### src/sv/dpa_pkg.sv
// ----------------------------------------------------------------------------
// dpa_pkg
// Shared constants, codes and types of the demodulator path allocator.
// ----------------------------------------------------------------------------
package dpa_pkg;

  localparam int PATHS       = 8;
  localparam int IDX_W       = (PATHS > 1) ? $clog2(PATHS) : 1;
  localparam int CNT_W       = $clog2(PATHS + 1);
  localparam int TAG_W       = 16;
  localparam int PWR_W       = 10;
  localparam int SF_W        = 4;
  localparam int DB_W        = 4;
  localparam int ACT_W       = 2;
  localparam int NUM_SENS    = 6;
  localparam int AP_W        = 4;
  localparam int REG_IDX_W   = 3;
  localparam int ADDR_W      = 5;
  localparam int DATA_W      = 32;
  localparam int IN_TDATA_W  = 40;
  localparam int OUT_TDATA_W = 24;

  localparam logic [ACT_W-1:0] ACT_START_RX = 2'd0;
  localparam logic [ACT_W-1:0] ACT_END_RX   = 2'd1;
  localparam logic [ACT_W-1:0] ACT_START_TX = 2'd2;
  localparam logic [ACT_W-1:0] ACT_TX_DONE  = 2'd3;

  localparam logic [3:0] ST_LOCKED     = 4'd0;
  localparam logic [3:0] ST_DROP_TX    = 4'd1;
  localparam logic [3:0] ST_DROP_SENS  = 4'd2;
  localparam logic [3:0] ST_DROP_NOPTH = 4'd3;
  localparam logic [3:0] ST_RX_OK      = 4'd4;
  localparam logic [3:0] ST_INTERFERED = 4'd5;
  localparam logic [3:0] ST_TX_STARTED = 4'd6;
  localparam logic [3:0] ST_TX_DONE    = 4'd7;

  localparam logic [REG_IDX_W-1:0] REG_SENS_SF7     = 3'd0;
  localparam logic [REG_IDX_W-1:0] REG_SENS_SF8     = 3'd1;
  localparam logic [REG_IDX_W-1:0] REG_SENS_SF9     = 3'd2;
  localparam logic [REG_IDX_W-1:0] REG_SENS_SF10    = 3'd3;
  localparam logic [REG_IDX_W-1:0] REG_SENS_SF11    = 3'd4;
  localparam logic [REG_IDX_W-1:0] REG_SENS_SF12    = 3'd5;
  localparam logic [REG_IDX_W-1:0] REG_ACTIVE_PATHS = 3'd6;

  localparam logic [NUM_SENS-1:0][PWR_W-1:0] SENS_RST =
    '{-10'sd279, -10'sd273, -10'sd268, -10'sd263, -10'sd258, -10'sd253};
  localparam logic [AP_W-1:0] ACTIVE_PATHS_RST = 4'd8;

  localparam logic [SF_W-1:0] SF_MIN = 4'd7;
  localparam logic [SF_W-1:0] SF_MAX = 4'd12;

  typedef struct packed {
    logic [NUM_SENS-1:0][PWR_W-1:0] sens;
    logic [AP_W-1:0]                active_paths;
  } dpa_cfg_t;

  typedef struct packed {
    logic capture;
    logic execute;
  } dpa_cmd_t;

  typedef struct packed {
    logic [CNT_W-1:0] busy_total;
    logic [CNT_W-1:0] busy_pop;
    logic             tx_mode;
  } dpa_stat_t;

  typedef enum logic [1:0] {
    S_IDLE = 2'b01,
    S_EXEC = 2'b10
  } dpa_state_t;

  function automatic logic [2:0] sens_sel(input logic [SF_W-1:0] sf);
    logic [2:0] s;
    if (sf < SF_MIN) begin
      s = 3'd0;
    end else if (sf > SF_MAX) begin
      s = 3'(NUM_SENS - 1);
    end else begin
      s = 3'(sf - SF_MIN);
    end
    return s;
  endfunction

endpackage

### src/sv/demodulator_path_allocator_top.sv
// ----------------------------------------------------------------------------
// demodulator_path_allocator_top
// Receive demodulator path pool with sensitivity gating and transmit abort.
// ----------------------------------------------------------------------------
// Each item is captured, then executed: all paths are matched in parallel
// and the pool is updated. Execution waits while the output register holds
// an untaken result. The result sits in that register, so the next item is
// taken while it waits. Writing active_paths frees every path.
module demodulator_path_allocator_top (
  input  logic                            clk,
  input  logic                            rst_n,
  input  logic                            in_tvalid,
  output logic                            in_tready,
  // action[1:0], event_tag[17:2], rx_power[27:18], spreading_factor[31:28],
  // destroyed_by[35:32], zero fill above.
  input  logic [dpa_pkg::IN_TDATA_W-1:0]  in_tdata,
  output logic                            out_tvalid,
  input  logic                            out_tready,
  // status[3:0], path_index[6:4], path_found[7], occupied_count[11:8],
  // aborted_count[15:12], transmitting[16], zero fill above.
  output logic [dpa_pkg::OUT_TDATA_W-1:0] out_tdata,
  input  logic                            cfg_psel,
  input  logic                            cfg_penable,
  input  logic                            cfg_pwrite,
  input  logic [dpa_pkg::ADDR_W-1:0]      cfg_paddr,
  input  logic [dpa_pkg::DATA_W-1:0]      cfg_pwdata,
  output logic [dpa_pkg::DATA_W-1:0]      cfg_prdata,
  output logic                            cfg_pready
);
  import dpa_pkg::*;

  dpa_cfg_t  cfg;
  dpa_cmd_t  cmd;
  dpa_stat_t stat;
  logic      clear_pool;

  dpa_regs u_regs (
    .clk        (clk),
    .rst_n      (rst_n),
    .cfg_psel   (cfg_psel),
    .cfg_penable(cfg_penable),
    .cfg_pwrite (cfg_pwrite),
    .cfg_paddr  (cfg_paddr),
    .cfg_pwdata (cfg_pwdata),
    .cfg_prdata (cfg_prdata),
    .cfg_pready (cfg_pready),
    .cfg        (cfg),
    .clear_pool (clear_pool)
  );

  dpa_ctrl u_ctrl (
    .clk       (clk),
    .rst_n     (rst_n),
    .in_tvalid (in_tvalid),
    .in_tready (in_tready),
    .out_tvalid(out_tvalid),
    .out_tready(out_tready),
    .cmd       (cmd)
  );

  dpa_dpath u_dpath (
    .clk       (clk),
    .rst_n     (rst_n),
    .cmd       (cmd),
    .clear_pool(clear_pool),
    .cfg       (cfg),
    .in_tdata  (in_tdata),
    .out_tdata (out_tdata),
    .stat      (stat)
  );

  a_count_matches: assert property (@(posedge clk) disable iff (!rst_n)
    stat.busy_total == stat.busy_pop)
    else $error("busy count differs from busy paths");

  a_one_in_flight: assert property (@(posedge clk) disable iff (!rst_n)
    (in_tvalid && in_tready) |=> !in_tready)
    else $error("item accepted while another is in work");

  a_lock_found: assert property (@(posedge clk) disable iff (!rst_n)
    (out_tvalid && out_tdata[3:0] == ST_LOCKED) |-> out_tdata[7])
    else $error("locked result without a path");

  a_tx_clears: assert property (@(posedge clk) disable iff (!rst_n)
    (out_tvalid && out_tdata[3:0] == ST_TX_STARTED) |->
      (out_tdata[11:8] == 4'd0 && out_tdata[16]))
    else $error("transmit start left paths busy");

endmodule

### src/sv/dpa_regs.sv
// ----------------------------------------------------------------------------
// dpa_regs
// Configuration register file behind the APB-style port.
// ----------------------------------------------------------------------------
module dpa_regs (
  input  logic                       clk,
  input  logic                       rst_n,
  input  logic                       cfg_psel,
  input  logic                       cfg_penable,
  input  logic                       cfg_pwrite,
  input  logic [dpa_pkg::ADDR_W-1:0] cfg_paddr,
  input  logic [dpa_pkg::DATA_W-1:0] cfg_pwdata,
  output logic [dpa_pkg::DATA_W-1:0] cfg_prdata,
  output logic                       cfg_pready,
  output dpa_pkg::dpa_cfg_t          cfg,
  output logic                       clear_pool
);
  import dpa_pkg::*;

  logic [NUM_SENS-1:0][PWR_W-1:0] sens_r, sens_nxt;
  logic [AP_W-1:0]                active_r, active_nxt;
  logic [REG_IDX_W-1:0]           idx;
  logic                           wr;

  assign cfg_pready = 1'b1;
  assign idx        = cfg_paddr[ADDR_W-1:2];
  assign wr         = cfg_psel & cfg_penable & cfg_pwrite & cfg_pready;
  assign clear_pool = wr && (idx == REG_ACTIVE_PATHS);

  always_comb begin
    sens_nxt   = sens_r;
    active_nxt = active_r;
    if (wr) begin
      if (idx <= REG_SENS_SF12) begin
        sens_nxt[idx] = cfg_pwdata[PWR_W-1:0];
      end else if (idx == REG_ACTIVE_PATHS) begin
        active_nxt = cfg_pwdata[AP_W-1:0];
      end
    end
  end

  always_ff @(posedge clk) begin
    if (!rst_n) begin
      sens_r   <= SENS_RST;
      active_r <= ACTIVE_PATHS_RST;
    end else begin
      sens_r   <= sens_nxt;
      active_r <= active_nxt;
    end
  end

  always_comb begin
    cfg_prdata = '0;
    if (idx <= REG_SENS_SF12) begin
      cfg_prdata = {{(DATA_W-PWR_W){sens_r[idx][PWR_W-1]}}, sens_r[idx]};
    end else if (idx == REG_ACTIVE_PATHS) begin
      cfg_prdata = {{(DATA_W-AP_W){1'b0}}, active_r};
    end
  end

  assign cfg.sens         = sens_r;
  assign cfg.active_paths = active_r;

endmodule

### src/sv/dpa_ctrl.sv
// ----------------------------------------------------------------------------
// dpa_ctrl
// Controller: item capture, execution step and output valid handling.
// ----------------------------------------------------------------------------
module dpa_ctrl (
  input  logic              clk,
  input  logic              rst_n,
  input  logic              in_tvalid,
  output logic              in_tready,
  output logic              out_tvalid,
  input  logic              out_tready,
  output dpa_pkg::dpa_cmd_t cmd
);
  import dpa_pkg::*;

  dpa_state_t state_r, state_nxt;
  logic       out_valid_r, out_valid_nxt;
  logic       slot_free;

  assign in_tready   = (state_r == S_IDLE);
  assign out_tvalid  = out_valid_r;
  assign slot_free   = !out_valid_r || out_tready;
  assign cmd.capture = in_tvalid && in_tready;
  assign cmd.execute = (state_r == S_EXEC) && slot_free;

  always_comb begin
    state_nxt = state_r;
    unique case (state_r)
      S_IDLE: begin
        if (cmd.capture) begin
          state_nxt = S_EXEC;
        end
      end
      S_EXEC: begin
        if (cmd.execute) begin
          state_nxt = S_IDLE;
        end
      end
      default: state_nxt = S_IDLE;
    endcase
  end

  always_comb begin
    out_valid_nxt = out_valid_r;
    if (cmd.execute) begin
      out_valid_nxt = 1'b1;
    end else if (out_tready) begin
      out_valid_nxt = 1'b0;
    end
  end

  always_ff @(posedge clk) begin
    if (!rst_n) begin
      state_r     <= S_IDLE;
      out_valid_r <= 1'b0;
    end else begin
      state_r     <= state_nxt;
      out_valid_r <= out_valid_nxt;
    end
  end

endmodule

### src/sv/dpa_dpath.sv
// ----------------------------------------------------------------------------
// dpa_dpath
// Datapath: path pool, tag match, sensitivity test and result register.
// ----------------------------------------------------------------------------
module dpa_dpath (
  input  logic                            clk,
  input  logic                            rst_n,
  input  dpa_pkg::dpa_cmd_t               cmd,
  input  logic                            clear_pool,
  input  dpa_pkg::dpa_cfg_t               cfg,
  input  logic [dpa_pkg::IN_TDATA_W-1:0]  in_tdata,
  output logic [dpa_pkg::OUT_TDATA_W-1:0] out_tdata,
  output dpa_pkg::dpa_stat_t              stat
);
  import dpa_pkg::*;

  logic [ACT_W-1:0]        act_r;
  logic [TAG_W-1:0]        tag_r;
  logic signed [PWR_W-1:0] pwr_r;
  logic [SF_W-1:0]         sf_r;
  logic [DB_W-1:0]         db_r;

  logic [PATHS-1:0]        busy_r, busy_nxt;
  logic [TAG_W-1:0]        ptag_r [PATHS];
  logic                    tx_r, tx_nxt;
  logic [CNT_W-1:0]        total_r, total_nxt;

  logic [PATHS-1:0]        act_mask, free_v, match_v;
  logic [IDX_W-1:0]        free_idx, match_idx, idx;
  logic                    free_any, match_any, lock, found;
  logic [3:0]              status;
  logic [CNT_W-1:0]        aborted;
  logic signed [PWR_W-1:0] thr;

  logic [3:0]              o_status_r, o_occ_r, o_abort_r;
  logic [2:0]              o_idx_r;
  logic                    o_found_r, o_tx_r;

  always_ff @(posedge clk) begin
    if (cmd.capture) begin
      act_r <= in_tdata[1:0];
      tag_r <= in_tdata[17:2];
      pwr_r <= in_tdata[27:18];
      sf_r  <= in_tdata[31:28];
      db_r  <= in_tdata[35:32];
    end
  end

  always_comb begin
    for (int i = 0; i < PATHS; i++) begin
      act_mask[i] = (i < int'(cfg.active_paths));
      free_v[i]   = act_mask[i] && !busy_r[i];
      match_v[i]  = act_mask[i] && busy_r[i] && (ptag_r[i] == tag_r);
    end
    free_idx  = '0;
    match_idx = '0;
    for (int i = PATHS - 1; i >= 0; i--) begin
      if (free_v[i]) begin
        free_idx = IDX_W'(i);
      end
      if (match_v[i]) begin
        match_idx = IDX_W'(i);
      end
    end
    free_any  = |free_v;
    match_any = |match_v;
  end

  assign thr = $signed(cfg.sens[sens_sel(sf_r)]);

  always_comb begin
    busy_nxt  = busy_r;
    tx_nxt    = tx_r;
    total_nxt = total_r;
    aborted   = '0;
    idx       = '0;
    found     = 1'b0;
    lock      = 1'b0;
    status    = ST_DROP_TX;
    unique case (act_r)
      ACT_START_RX: begin
        if (tx_r) begin
          status = ST_DROP_TX;
        end else if (!free_any) begin
          status = ST_DROP_NOPTH;
        end else if (pwr_r < thr) begin
          status = ST_DROP_SENS;
        end else begin
          status             = ST_LOCKED;
          lock               = 1'b1;
          found              = 1'b1;
          idx                = free_idx;
          busy_nxt[free_idx] = 1'b1;
          total_nxt          = total_r + 1'b1;
        end
      end
      ACT_END_RX: begin
        status = (db_r != '0) ? ST_INTERFERED : ST_RX_OK;
        if (match_any) begin
          found               = 1'b1;
          idx                 = match_idx;
          busy_nxt[match_idx] = 1'b0;
          if (total_r != '0) begin
            total_nxt = total_r - 1'b1;
          end
        end
      end
      ACT_START_TX: begin
        status    = ST_TX_STARTED;
        aborted   = CNT_W'($countones(busy_r));
        busy_nxt  = '0;
        total_nxt = '0;
        tx_nxt    = 1'b1;
      end
      ACT_TX_DONE: begin
        status = ST_TX_DONE;
        tx_nxt = 1'b0;
      end
      default: status = ST_DROP_TX;
    endcase
  end

  always_ff @(posedge clk) begin
    if (!rst_n) begin
      busy_r  <= '0;
      tx_r    <= 1'b0;
      total_r <= '0;
    end else if (clear_pool) begin
      busy_r  <= '0;
      total_r <= '0;
    end else if (cmd.execute) begin
      busy_r  <= busy_nxt;
      tx_r    <= tx_nxt;
      total_r <= total_nxt;
    end
  end

  always_ff @(posedge clk) begin
    if (cmd.execute && lock) begin
      ptag_r[free_idx] <= tag_r;
    end
  end

  always_ff @(posedge clk) begin
    if (cmd.execute) begin
      o_status_r <= status;
      o_idx_r    <= 3'(idx);
      o_found_r  <= found;
      o_occ_r    <= 4'(total_nxt);
      o_abort_r  <= 4'(aborted);
      o_tx_r     <= tx_nxt;
    end
  end

  assign out_tdata = {7'd0, o_tx_r, o_abort_r, o_occ_r, o_found_r, o_idx_r, o_status_r};

  assign stat.busy_total = total_r;
  assign stat.busy_pop   = CNT_W'($countones(busy_r));
  assign stat.tx_mode    = tx_r;

endmodule

### config.mk
export PLATFORM = sky130hd
export DESIGN_NAME = demodulator_path_allocator_top
export DESIGN_NICKNAME = d
export VERILOG_FILES = /design/src/sv/dpa_pkg.sv /design/src/sv/demodulator_path_allocator_top.sv /design/src/sv/dpa_regs.sv /design/src/sv/dpa_ctrl.sv /design/src/sv/dpa_dpath.sv
export SDC_FILE = /design/constraint.sdc
export NUM_CORES = 1
export LEC_CHECK = 0
export ABC_AREA = 1
export BUFFER_PORTS_ARGS = -buffer_cell sky130_fd_sc_hd__buf_4
export CAP_MARGIN = 25
export CORE_MARGIN = 1.5
export CORE_UTILIZATION = 30
export CTS_CLUSTER_SIZE = 40
export DETAILED_ROUTE_END_ITERATION = 10
export GPL_TIMING_DRIVEN = 0
export RECOVER_POWER = 25
export SLEW_MARGIN = 20
export SYNTH_ARGS = -nofsm -noshare
export SYNTH_HDL_FRONTEND = slang
export SYNTH_HIERARCHICAL = 1
export SYNTH_SLANG_ARGS = --single-unit
### constraint.sdc
create_clock -name clk -period 4.6 [get_ports clk]
set_clock_uncertainty 0.2 [all_clocks]
set_input_delay 0.92 -clock clk [delete_from_list [all_inputs] [get_ports clk]]
set_output_delay 0.92 -clock clk [all_outputs]
set_load 0.1 [all_outputs]
Word level (Yosys, flattened, before mapping)
Memories as Yosys holds them, arrays and structs flattened. Cells that the tools add are included.

Bits in registers: 133. Bits in writable memories: 128. Input bits: 84. Output and inout bits: 59. Memories kept: 1.

Add/sub/neg operators: 10. Order comparisons: 19. Equal/unequal tests: 20. Multiplexer cells: 66. Bitwise operators: 8. Reductions and logical operators: 54.

Memories: u_dpath.ptag_r (words 8, width 16, rd ports 8, clocked after memory_dff 0, write ports 1, line dpa_dpath.sv:24) `logic [TAG_W-1:0] ptag_r [PATHS];`.

Operator list (number): == test 16 bit (8); two-way mux 3 bit (22); binary-select mux 10 bit (select 3 bit) (2); bitwise mux 60 bit (1); two-way mux 32 bit (1); two-way mux 4 bit (8); two-way mux 8 bit (4); logical AND 1 bit (31); demux 10 bit (select 3 bit) (1); two-way mux 10 bit (3); case mux 8 bit (3 select lines) (1); less-than comparator 3 x 4 -> 1 bit, first input constant (4); less-than comparator 3 x 4 -> 1 bit, second input constant (4); case mux 4 bit (4 select lines) (1); OR reduction 8 bit (2); adder 4 bit (3); two-way mux 1 bit (12); case mux 4 bit (3 select lines) (1); less-than comparator 10 bit (1); greater-or-equal comparator 3 x 1 -> 1 bit, second input constant (3); logical NOT 1 bit (9); adder 1 x 1 -> 2 bit (4); bitwise AND 8 bit (1); less-than comparator 1 x 4 -> 1 bit, first input constant (2); other kinds (30) (48).

Depth between registers and ports, before layout
Gate-level depths: netlist of run 1.

Depth after elaboration: 19. Depth in mapped cells: 26. Gate-level depth less buffers: 25.

By module
The synthesis of run 1 kept the hierarchy.

Modules (own cells, without submodules): dpa_dpath (times used 1, cells each 1230, area each 10959.3 um2, sequential area each 5665.4 um2); dpa_regs (times used 1, cells each 524, area each 3306.9 um2, sequential area each 1281.2 um2); dpa_ctrl (times used 1, cells each 19, area each 152.6 um2, sequential area each 60.1 um2).

Least setup slack after synthesis of run 1
Ideal clock, no wire load.

Path type: reg2reg. From: register u_dpath.sf_r[0]. To: memory u_dpath.ptag_r[0][0] (enable). Setup time: 0.388 ns. Data arrival time: 3.755 ns. Data required time: 4.012 ns. Setup slack: 0.257 ns. Cell stages (with the launch flop): 22. Path buffers: 1. Period minus slack after synthesis: 4.343 ns. Path through: edfxtp_1 -> ha_1 -> nand2_1 -> nand2_1 -> nand3_1 -> inv_1 -> clkbuf_1 -> nor2_1 -> o21ai_0 -> a2bb2oi_1 -> ha_1 -> a21oi_1 -> o21ai_0 -> nand3_1 -> a21oi_1 -> a211oi_1 -> nand2_1 -> nand2_1 -> nand3_1 -> nor2_1 -> nand2_1 -> nor2_1.

Longest elaborated chain between the ends: 13.

Ends and longest elaborated chain: from (decl) (line dpa_dpath.sv:20) `logic [SF_W-1:0] sf_r;`; from (signal assigned) (line dpa_dpath.sv:44) `sf_r <= in_tdata[31:28];`; > comparator 4 bit / subtractor 3 bit (equally long branches) (line dpa_pkg.sv:77, dpa_pkg.sv:80); two-way mux 3 bit (line dpa_pkg.sv:77) `end else if (sf > SF_MAX) begin`; two-way mux 3 bit (*) (line dpa_pkg.sv:75) `if (sf < SF_MIN) begin`; binary-select mux 10 bit (select 3 bit) (*) (line dpa_dpath.sv:69) `assign thr = $signed(cfg.sens[sens_sel(sf_r)]);`; two-way mux 10 bit (not written as such) (*) (line dpa_dpath.sv:69); less-than comparator 10 bit (*) (line dpa_dpath.sv:86) `end else if (pwr_r < thr) begin`; two-way mux 1 bit (*) (line dpa_dpath.sv:86); two-way mux 1 bit (*) (line dpa_dpath.sv:84) `end else if (!free_any) begin`; two-way mux 1 bit (*) (line dpa_dpath.sv:82) `if (tx_r) begin`; two-way mux 1 bit (*) (line dpa_dpath.sv:80) `unique case (act_r)`; logical AND 1 bit (*) (line dpa_dpath.sv:139) `if (cmd.execute && lock) begin`; two-way mux 1 bit (*) (line dpa_dpath.sv:139); two-way mux 1 bit (not written as such) (*) (line dpa_dpath.sv:140) `ptag_r[free_idx] <= tag_r;`; to (decl) (line dpa_dpath.sv:24).

Mark *: on every way between the ends. The rest lies on a longest branch, timed or not. The select of a mux whose other input is x is not followed.

Worst setup path in the final report of run 1
From: register u_dpath.sf_r[0]. To: memory u_dpath.ptag_r[2][0] (enable).

Same word-level chain as after synthesis.

==> metrics.md, run 1 <==
| Metric | Value |
|---|---|
| Status | completed |
| WP data required | 4.66 ns |
| Core ar. | 0.0475 mm² |
| I/O pin count | 143 |
| GRT Resource Usage Total | 0.192 |
| Total wire length | around 48 mm |
| Final std cells w/o fill | around 2600 |
| Number of routed nets with antenna violations | 0 |
| Gpl congestion | 0.945 |
| PortBufs | 105 |
| Layout cells sized above 1 | 0.177 |
| Fin crit period | about 4.4 ns |
| Placed cell areas | 0.0161 mm² |
| Reg2Reg Depth | 19 |
| CP Max Fanout | 14 |
| Launching point of the worst reg2reg path | u_dpath/sf_r[0] |
| Min Hold Slack | 0.287 ns |
| Clock Latency Late Sink | 0.56 ns |
| Power per standard cell area | roughly 340 mW/mm² |
| Syn_area_per_cell | 8.14 µm² |
| Synth-to-Final Area Change | 20.0% |
| DP Cell Count | between 2000 and 3000 |
| Switching share of power | 0.289 |
| CTS tree | built |
| Sequential Power Share | 0.439 |
| Placement Setup Slack | -0.867 ns |
| CP Data Arrival Time | between 4 and 5 ns |
| Hold Path Class | reg2reg |
| First-pass GRT wire length | roughly 73 mm |
| Internal Power | 0.00421 W |
| Worst Hold End | u_regs/cfg[33] |
| Via density | 5.02 |
| Pre-antenna DRT Iters | 6 |
| Logic pwr share | 0.165 |
| Achievable Freq | 0.225 GHz |
| Leak Pwr | 7.44 nW |
| Clk sink count | 260 |
| Std cell rows | 80 |
| Final setup fails | 0 |
| Initial antenna violation count | 1 |
| Hold buffers post-CTS | 0 |
| GRT Max-Usage Layer | met2 |
| Maximum number of pins on one net before global-route repair | 25 |
| M3 GR Usage | 0.0239 |
| HP Start | u_regs/cfg[33] |
| Cell area after synthesis | about 0.014 mm² |
| Worst reg2reg path endpoint | u_dpath/ptag_r[2][0] |
| Vias in the first global route | 12400 |
| Global routing usage on met1 | 0.256 |
| Clk network pwr share | 0.396 |
| GR Util met2 | 0.320 |
| Worst setup path start | u_dpath/sf_r[0] |
| Peak VDD IR | 0.237 mV |
| Final WS setup | 0.164 ns |
| Die area | 0.0493 mm² |
| Slew Viols, Final | 0 |
| Mapped Cells | 1770 |
| Wire per inst | roughly 19 µm |
| Nature of the critical path endpoint | flip-flop |
| CTS clock-pin slew for the worst setup and hold paths | 0.06 ns |
| Final hold vios | 0 |
| Synth Warn # | 6 |
| Slew margin rel. | 0.482 |
| Initial Util | 0.303 |
| Post-route cell area | 0.0173 mm² |
| Sw power | 0.00171 W |
| CTS root buf | clkbuf_16 |
| DRT iter0 DRCs | approximately 1100 |
| Reg2reg setup slack | 0.16 ns |
| Final Power | 0.00592 W |
| Nets | between 2000 and 2500 |
| Vias post-DR | 12900 |
| Tcrit/Tclk final | 0.964 |
| Slew @ Worst Pin | a little under 0.8 ns |
| Most common cell after layout, fill and taps aside | nand2_1 |
| Die width | 222 µm |
| Diodes inserted | 0 |
| DRC errors left | 0 |
| Num CTS Buffers | 28 |
| Unrepaired setup endpoints after global routing | no |
| Post-DP HPWL | 34.9 mm |
| Max clock buf depth | 3 |
| GR Overflow Total | 0 |
| Most frequent cells in the layout | nand2_1 (458), nor2_1 (208), edfxtp_1 (180) |
| Total of max-cap violations | 0 |
| Die height | between 200 and 250 µm |
| WS Path Type | reg2reg |
| H-Tree Depth | 1 |
| Critical path launch point type | flip-flop |
| Hold path depth | 2 |
-- worst max-delay path: stages, from the launching register on --
cell	delay [ns]
edfxtp_1	0.42
ha_1	0.24
or2_1	0.21
nand3_1	0.09
buf_2	0.32
nor2_4	0.10
buf_4	0.15
o21ai_0	0.06
a2bb2oi_1	0.39
ha_1	0.34
a21oi_1	0.16
a21oi_1	0.10
a211oi_2	0.23
nand2_1	0.10
nand2_1	0.06
nand3_1	0.13
nor2_2	0.21
nand2_4	0.19
nor2_4	0.19
buf_6	0.21
-- through the flow --
stage / setup TNS (ns) / utilization
6_report: 0 / 0.363
5_1_grt: 0 / 0.363
4_1_cts: 0 / 0.362
3_5_place_dp: -84.67 / 0.338
3_3_place_gp: -141.66 / 0.336
2_1_floorplan: 0 / -
-- worst max path at each step --
stage,end,depth (start not counted)
after detailed placement,u_dpath/ptag_r[4][4],23
after CTS,u_dpath/ptag_r[2][4],23
final,u_dpath/ptag_r[2][0],19
after global placement,u_dpath/ptag_r[3][4],23
after floorplan,u_dpath/ptag_r[0][0],21
after global routing,u_dpath/ptag_r[3][3],23
-- layout make-up --
type / count / area [µm²]
Tap cell: 615 / 769
Fill cell: 4882 / 30300
Clock buffer: 40 / 817
Multi-Input combinational cell: 1232 / 6250
Buffer: 90 / 567
Sequential cell: 260 / 7010
Clock inverter: 12 / 133
Inverter: 194 / 738
Timing Repair Buffer: 122 / 998
-- flip-flops by register name, summed over array words and instances, names as in the netlist, 2 cells and up --
name,flops
u_dpath/ptag_r,128
u_dpath/sf_r,4
u_dpath/db_r,4
u_dpath/o_status_r,3
u_dpath/total_r,4
u_dpath/act_r,2
u_ctrl/state_r,2
u_regs/active_r,4
u_dpath/pwr_r,10
u_dpath/o_occ_r,4
u_dpath/tag_r,16
u_dpath/o_idx_r,3
u_regs/cfg,60
u_dpath/o_abort_r,4
u_dpath/busy_r,8
-- power by group through the flow --
| stage | Combinational, W | Clock (W) | Sequential (W) |
|---|---|---|---|
| floorplan | 0.000663 | 0 | 0.00263 |
| global placement | 0.000939 | 0 | 0.00265 |
| detailed placement | 0.000946 | 0 | 0.00265 |
| CTS | 0.000961 | 0.00238 | 0.00260 |
| global route | 0.00104 | 0.00247 | 0.00260 |
| finish | 0.000978 | 0.00234 | 0.00260 |
-- per-layer routing --
metal | vias to the layer above | wire length [µm]
met5 | - | 0
met4 | 0 | 1450
met3 | 92 | 3470
met2 | 527 | 22500
met1 | 6102 | 20600
li1 | 6163 | -
-- what timing repair did --
item                       CTS  global route
resized for setup           19            17
setup buffers                6             6
setup endpoints to repair  136           133
pin swaps                    4             7
No activity file was read; power rests on OpenSTA's default activity.
==> run 2, diff against run 1 <==
Settings changed: ABC_AREA 1 to unset, CAP_MARGIN 25 to unset.
Clock period 4.6 ns to 4.81 ns, I/O delays scaled along.
==> metrics.md, run 2 <==
| Metric | Value |
|---|---|
| Status | completed |
| CTS tree | built |
| Initial Util | 0.304 |
| Most common cell after layout, fill and taps aside | edfxtp_1 |
| Hold buffers post-CTS | 0 |
| CTS clock-pin slew for the worst setup and hold paths | roughly 0.060 ns |
| Fin crit period | 4.65 ns |
| Slew Viols, Final | 0 |
| Maximum number of pins on one net before global-route repair | 30 |
| Sw power | 0.00149 W |
| Achievable Freq | approximately 0.21 GHz |
| Peak VDD IR | about 0.27 mV |
| Std cell rows | 77 |
| WS Path Type | reg2reg |
| HP Start | u_regs/cfg[35] |
| Core ar. | ~0.044 mm² |
| Internal Power | 0.00396 W |
| Clk network pwr share | 0.398 |
| Final setup fails | 0 |
| Nature of the critical path endpoint | flip-flop |
| Logic pwr share | 0.149 |
| Placement Setup Slack | -1.11 ns |
| First-pass GRT wire length | 57.6 mm |
| DRT iter0 DRCs | 811 |
| Clock Latency Late Sink | 0.56 ns |
| CTS root buf | clkbuf_16 |
| H-Tree Depth | 1 |
| Nets | 1414 |
| Initial antenna violation count | 0 |
| Syn_area_per_cell | 11.7 µm² |
| Vias post-DR | 9440 |
| Wire per inst | roughly 20 µm |
| CP peak stage delay | between 0.4 and 0.5 ns |
| Worst path bufs/invs | 3 |
| DRC errors left | 0 |
| Via density | approximately 5 |
| Cell area after synthesis | 0.0134 mm² |
| Biggest register | u_dpath/ptag_r |
| Number of routed nets with antenna violations | 0 |
| Cell family with most CP delay | simple AND/OR/NAND/NOR gates |
| Post-route cell area | 0.0163 mm² |
| Worst setup path start | u_dpath/sf_r[0] |
| Tcrit/Tclk final | 0.968 |
| Max clock buf depth | 3 |
| Placed cell areas | 0.0151 mm² |
| Diodes inserted | 0 |
| Leak Pwr | 6.00 nW |
| Number of flip-flops under the largest register name | 128 |
| Final hold vios | 0 |
| Critical path launch point type | flip-flop |
| Power per standard cell area | 335 mW/mm² |
| Layout cells sized above 1 | 0.220 |
| Mapped Cells | 1150 |
| Vias in the first global route | between 9000 and 10000 |
| Slowest CP cell | edfxtp_1 |
| Slew margin rel. | 0.368 |
| Slew @ Worst Pin | approximately 0.95 ns |
| CP Max Fanout | 16 |
| Sum of negative setup slack | 0 ns |
| Die height | 215 µm |
| Total of max-cap violations | 0 |
| Post-DP HPWL | 26.9 mm |
| Gpl congestion | 0.853 |
| CP Data Arrival Time | 4.72 ns |
| Most frequent cells in the layout | edfxtp_1 (180), buf_4 (116), nand2_1 (104) |
| PortBufs | about 100 |
| Core Util, Final | 0.369 |
| Num CTS Buffers | 28 |
| WP data required | 4.87 ns |
| Hold Path Class | reg2reg |
| GR Overflow Total | 0 |
| GRT Resource Usage Total | 0.163 |
| Synth Warn # | 6 |
| Switching share of power | 0.274 |
| Die area | 0.0461 mm² |
| Sequential Power Share | 0.453 |
| Final WS setup | about 0.16 ns |
| Total wire length | 38.2 mm |
| Synth-to-Final Area Change | 21.3% |
| Worst-path cell chain | inv_1 > ha_1 > and4b_1 > a31o_2 > buf_4 > nand3_4 > o22ai_1 > a211oi_1 > a21oi_1 > ha_1 > nand4_1 > nor2_1 > and3_2 > o41ai_4 > a21oi_4 > nand3_4 > nor3_4 > buf_12 |
| Min Hold Slack | 0.284 ns |
| I/O pin count | between 100 and 150 |
| Clk sink count | 260 |
| Launching point of the worst reg2reg path | u_dpath/sf_r[0] |
| Pre-antenna DRT Iters | 5 |
| Die width | 215 µm |
run 2: tightest hold or removal path, stage by stage (launching register included):
cell,delay [ns]
dfxtp_1,0.33
nand2_1,0.06
mux2i_1,0.05
run 2: what timing repair did:
item / CTS / global route
pin swaps: 8 / 8
setup endpoints to repair: 144 / 145
buffers inserted: 8 / 6
resized for setup: 20 / 13
run 2: per-layer routing:
| layer | vias up | part of all wire | global-route usage |
|---|---|---|---|
| met5 | - | 0 | 0 |
| met2 | 314 | 0.48 | 0.276 |
| met4 | 0 | 0.026 | 0.0535 |
| li1 | 4471 | - | - |
| met3 | 55 | 0.056 | 0.0177 |
| met1 | 4600 | 0.44 | 0.217 |
run 2: worst paths after layout:
check	slack (ns)	to	cells after the start
setup / recovery	0.16	u_dpath/ptag_r[7][5]	18
hold reg to reg	0.28	u_regs/cfg[35]	2
hold / removal	0.28	u_regs/cfg[35]	2
setup reg to reg	0.16	u_dpath/ptag_r[7][5]	18
run 2: through the flow:
step / cells / total power [W]
floorplan: 1157 / 0.00307
CTS: 1910 / 0.00548
detailed placement: 1855 / 0.00330
global placement: 1853 / 0.00329
finish: 1916 / 0.00546
global route: 1916 / 0.00563
run 2: power by group through the flow:
stage               combinational (W)  sequential [W]  clock, W
floorplan                    0.000563         0.00250         0
finish                       0.000813         0.00247   0.00217
global placement             0.000771         0.00252         0
CTS                          0.000794         0.00247   0.00221
global route                 0.000858         0.00248   0.00230
detailed placement           0.000781         0.00252         0
run 2: cell type report:
type	count	area [µm²]
tap	592	741
clock buffer	35	768
inverter	28	105
timing repair buffer	120	1000
fill	4323	27900
clock inverter	13	143
buffer	86	576
multi-input combinational	782	5970
sequential	260	7010
==> run 3, diff against run 2 <==
Clock period 4.81 ns to 5.31 ns, I/O delays scaled along.
==> metrics.md, run 3 (synthesis gave the netlist of run 2 again) <==
| Metric | Value |
|---|---|
| Synth-to-Final Area Change | 19.2% |
| Die width | about 210 µm |
| Launching point of the worst reg2reg path | u_dpath/sf_r[0] |
| Initial Util | 0.304 |
| Vias post-DR | 9517 |
| # fillers | 4337 |
| Final std cells w/o fill | 1916 |
| Die height | 215 µm |
| Achievable Freq | 0.200 GHz |
| Nets | ~1400 |
| HP Start | u_regs/cfg[58] |
| Power per standard cell area | about 290 mW/mm² |
| Slew @ Worst Pin | ~0.99 ns |
| Clock Latency Late Sink | 0.56 ns |
| CTS clock-pin slew for the worst setup and hold paths | ~0.060 ns |
| Critical path launch point type | flip-flop |
| Slew Viols, Final | 0 |
| Unrepaired setup endpoints after global routing | no |
| Layout cells sized above 1 | 0.214 |
| Nature of the critical path endpoint | flip-flop |
| Sequential Power Share | 0.472 |
| Diodes inserted | 0 |
| Hold buffers post-CTS | 0 |
| Gpl congestion | approximately 0.90 |
| CP peak stage delay | 0.49 ns |
| Most common cell after layout, fill and taps aside | edfxtp_1 |
| DRT iter0 DRCs | 795 |
| I/O pin count | 143 |
| Max clock buf depth | 3 |
| Vias in the first global route | 9421 |
| Final hold vios | 0 |
| PortBufs | around 100 |
| Core ar. | about 0.044 mm² |
| Std cell rows | 77 |
| DP Cell Count | around 1900 |
| Leak Pwr | between 5 and 6 nW |
| CP Data Arrival Time | between 5 and 6 ns |
| Internal Power | 0.00337 W |
| WP data required | between 5 and 6 ns |
| Min Hold Slack | 0.277 ns |
| Reg2Reg Depth | 16 |
| Hold Path Class | reg2reg |
| Total of max-cap violations | 0 |
| Clk network pwr share | 0.375 |
| CP Max Fanout | 10 |
| Reg2reg setup slack | 0.30 ns |
| Logic pwr share | 0.153 |
| Worst reg2reg path endpoint | u_dpath/ptag_r[6][9] |
| Sw power | 0.00135 W |
| Crit path to | u_dpath/ptag_r[6][9] |
| Placement Setup Slack | -0.680 ns |
| WS Path Type | reg2reg |
| Switching share of power | 0.286 |
| First-pass GRT wire length | 57.7 mm |
| Tcrit/Tclk final | 0.944 |
| Crit-path most repeated cell | buf_4 |
| Die area | 0.0461 mm² |
| Number of routed nets with antenna violations | 0 |
| Slew margin rel. | 0.332 |
| Worst-path cell chain | buf_4 > ha_1 > a31oi_1 > clkbuf_2 > and2_1 > a21oi_1 > ha_1 > nand4_1 > nor2_1 > and3_1 > o41ai_2 > a21oi_4 > nand3_2 > nor3_2 > buf_4 > buf_4 |
| Wire per inst | around 20 µm |
| Fin crit period | 5.01 ns |
| Post-DP HPWL | 28.0 mm |
| Status | completed |
| Total wire length | 38.4 mm |
| DRC errors left | 0 |
| Biggest register | u_dpath/ptag_r |
| Sum of negative setup slack | 0 ns |
| Num CTS Buffers | 27 |
| CTS tree | built |
| GRT Resource Usage Total | 0.164 |
| Clk sink count | 260 |
| Initial antenna violation count | 0 |
| Final setup fails | 0 |
| Peak VDD IR | 0.254 mV |
| Slowest CP cell | and2_1 |
| CTS root buf | clkbuf_16 |
| Via density | 4.97 |
| Number of flip-flops under the largest register name | 128 |
| H-Tree Depth | 1 |
| Pre-antenna DRT Iters | 5 |
| Maximum number of pins on one net before global-route repair | 24 |
| GR Overflow Total | 0 |
| Post-route cell area | 0.0160 mm² |
| Worst setup path start | u_dpath/sf_r[0] |
| Final WS setup | 0.300 ns |
| Most frequent cells in the layout | edfxtp_1 (180), buf_4 (115), nand2_1 (105) |
| Placed cell areas | around 0.015 mm² |
## run 3: cell types whose count changed in the layout (fill, tap and decap cells not counted), sizes merged
cell	previous run	this run
clkbuf	89	86
buf	152	150
clkinv	7	13
inv	28	29
bufinv	3	0
clkinvlp	3	4
## run 3: power groups by stage
stage	sequential, W	combinational [W]	clock [W]
detailed placement	0.00228	0.000715	0
floorplan	0.00227	0.000510	0
CTS	0.00223	0.000720	0.00181
global placement	0.00228	0.000708	0
global route	0.00223	0.000761	0.00189
finish	0.00223	0.000722	0.00177
## run 3: through the flow
stage / total power [W] / utilization
after floorplan: 0.00278 / -
after global placement: 0.00298 / 0.339
after detailed placement: 0.00299 / 0.343
after CTS: 0.00476 / 0.362
after global routing: 0.00488 / 0.363
final: 0.00472 / 0.363
## run 3: what timing repair did
action / 4_1_cts / 5_1_grt
pin swaps: 1 / 0
setup endpoints to repair: 128 / 128
resized for setup: 6 / 10
buffers inserted: 1 / 2
endpoints found under the hold margin: 0 / 0
## run 3: worst max-delay path: cells and delay by family, from the launching register on
kind	cells	cell delay [ns]
simple gates	6	1.38
compound gates	4	1.05
buf+inv	4	1.01
fa+ha+maj	2	0.60
flops	1	0.43
## run 3: routing by layer
metal,GRT usage,vias to the layer above,part of all wire
met5,0,-,0
met3,0.0222,49,0.059
li1,-,4464,-
met2,0.273,330,0.47
met4,0.0531,0,0.025
met1,0.220,4674,0.44
## run 3: final cells by class
class | instances | area (µm²) | area share
Sequential cell | 260 | 7010 | 0.437
Multi-Input combinational cell | 782 | 5880 | 0.367
Timing Repair Buffer | 118 | 913 | 0.0570
Tap cell | 592 | 741 | 0.0462
Clock buffer | 32 | 714 | 0.0446
Buffer | 86 | 571 | 0.0356
Inverter | 28 | 105 | 0.00656
Clock inverter | 18 | 100 | 0.00624
## run 3: worst min-delay path by stage
stage	cells after the start	to
6_report	2	u_regs/cfg[58]
5_1_grt	2	u_regs/cfg[58]
4_1_cts	2	u_regs/cfg[58]
3_5_place_dp	2	u_regs/cfg[52]
3_3_place_gp	2	u_regs/cfg[52]
2_1_floorplan	2	u_regs/active_r[2]
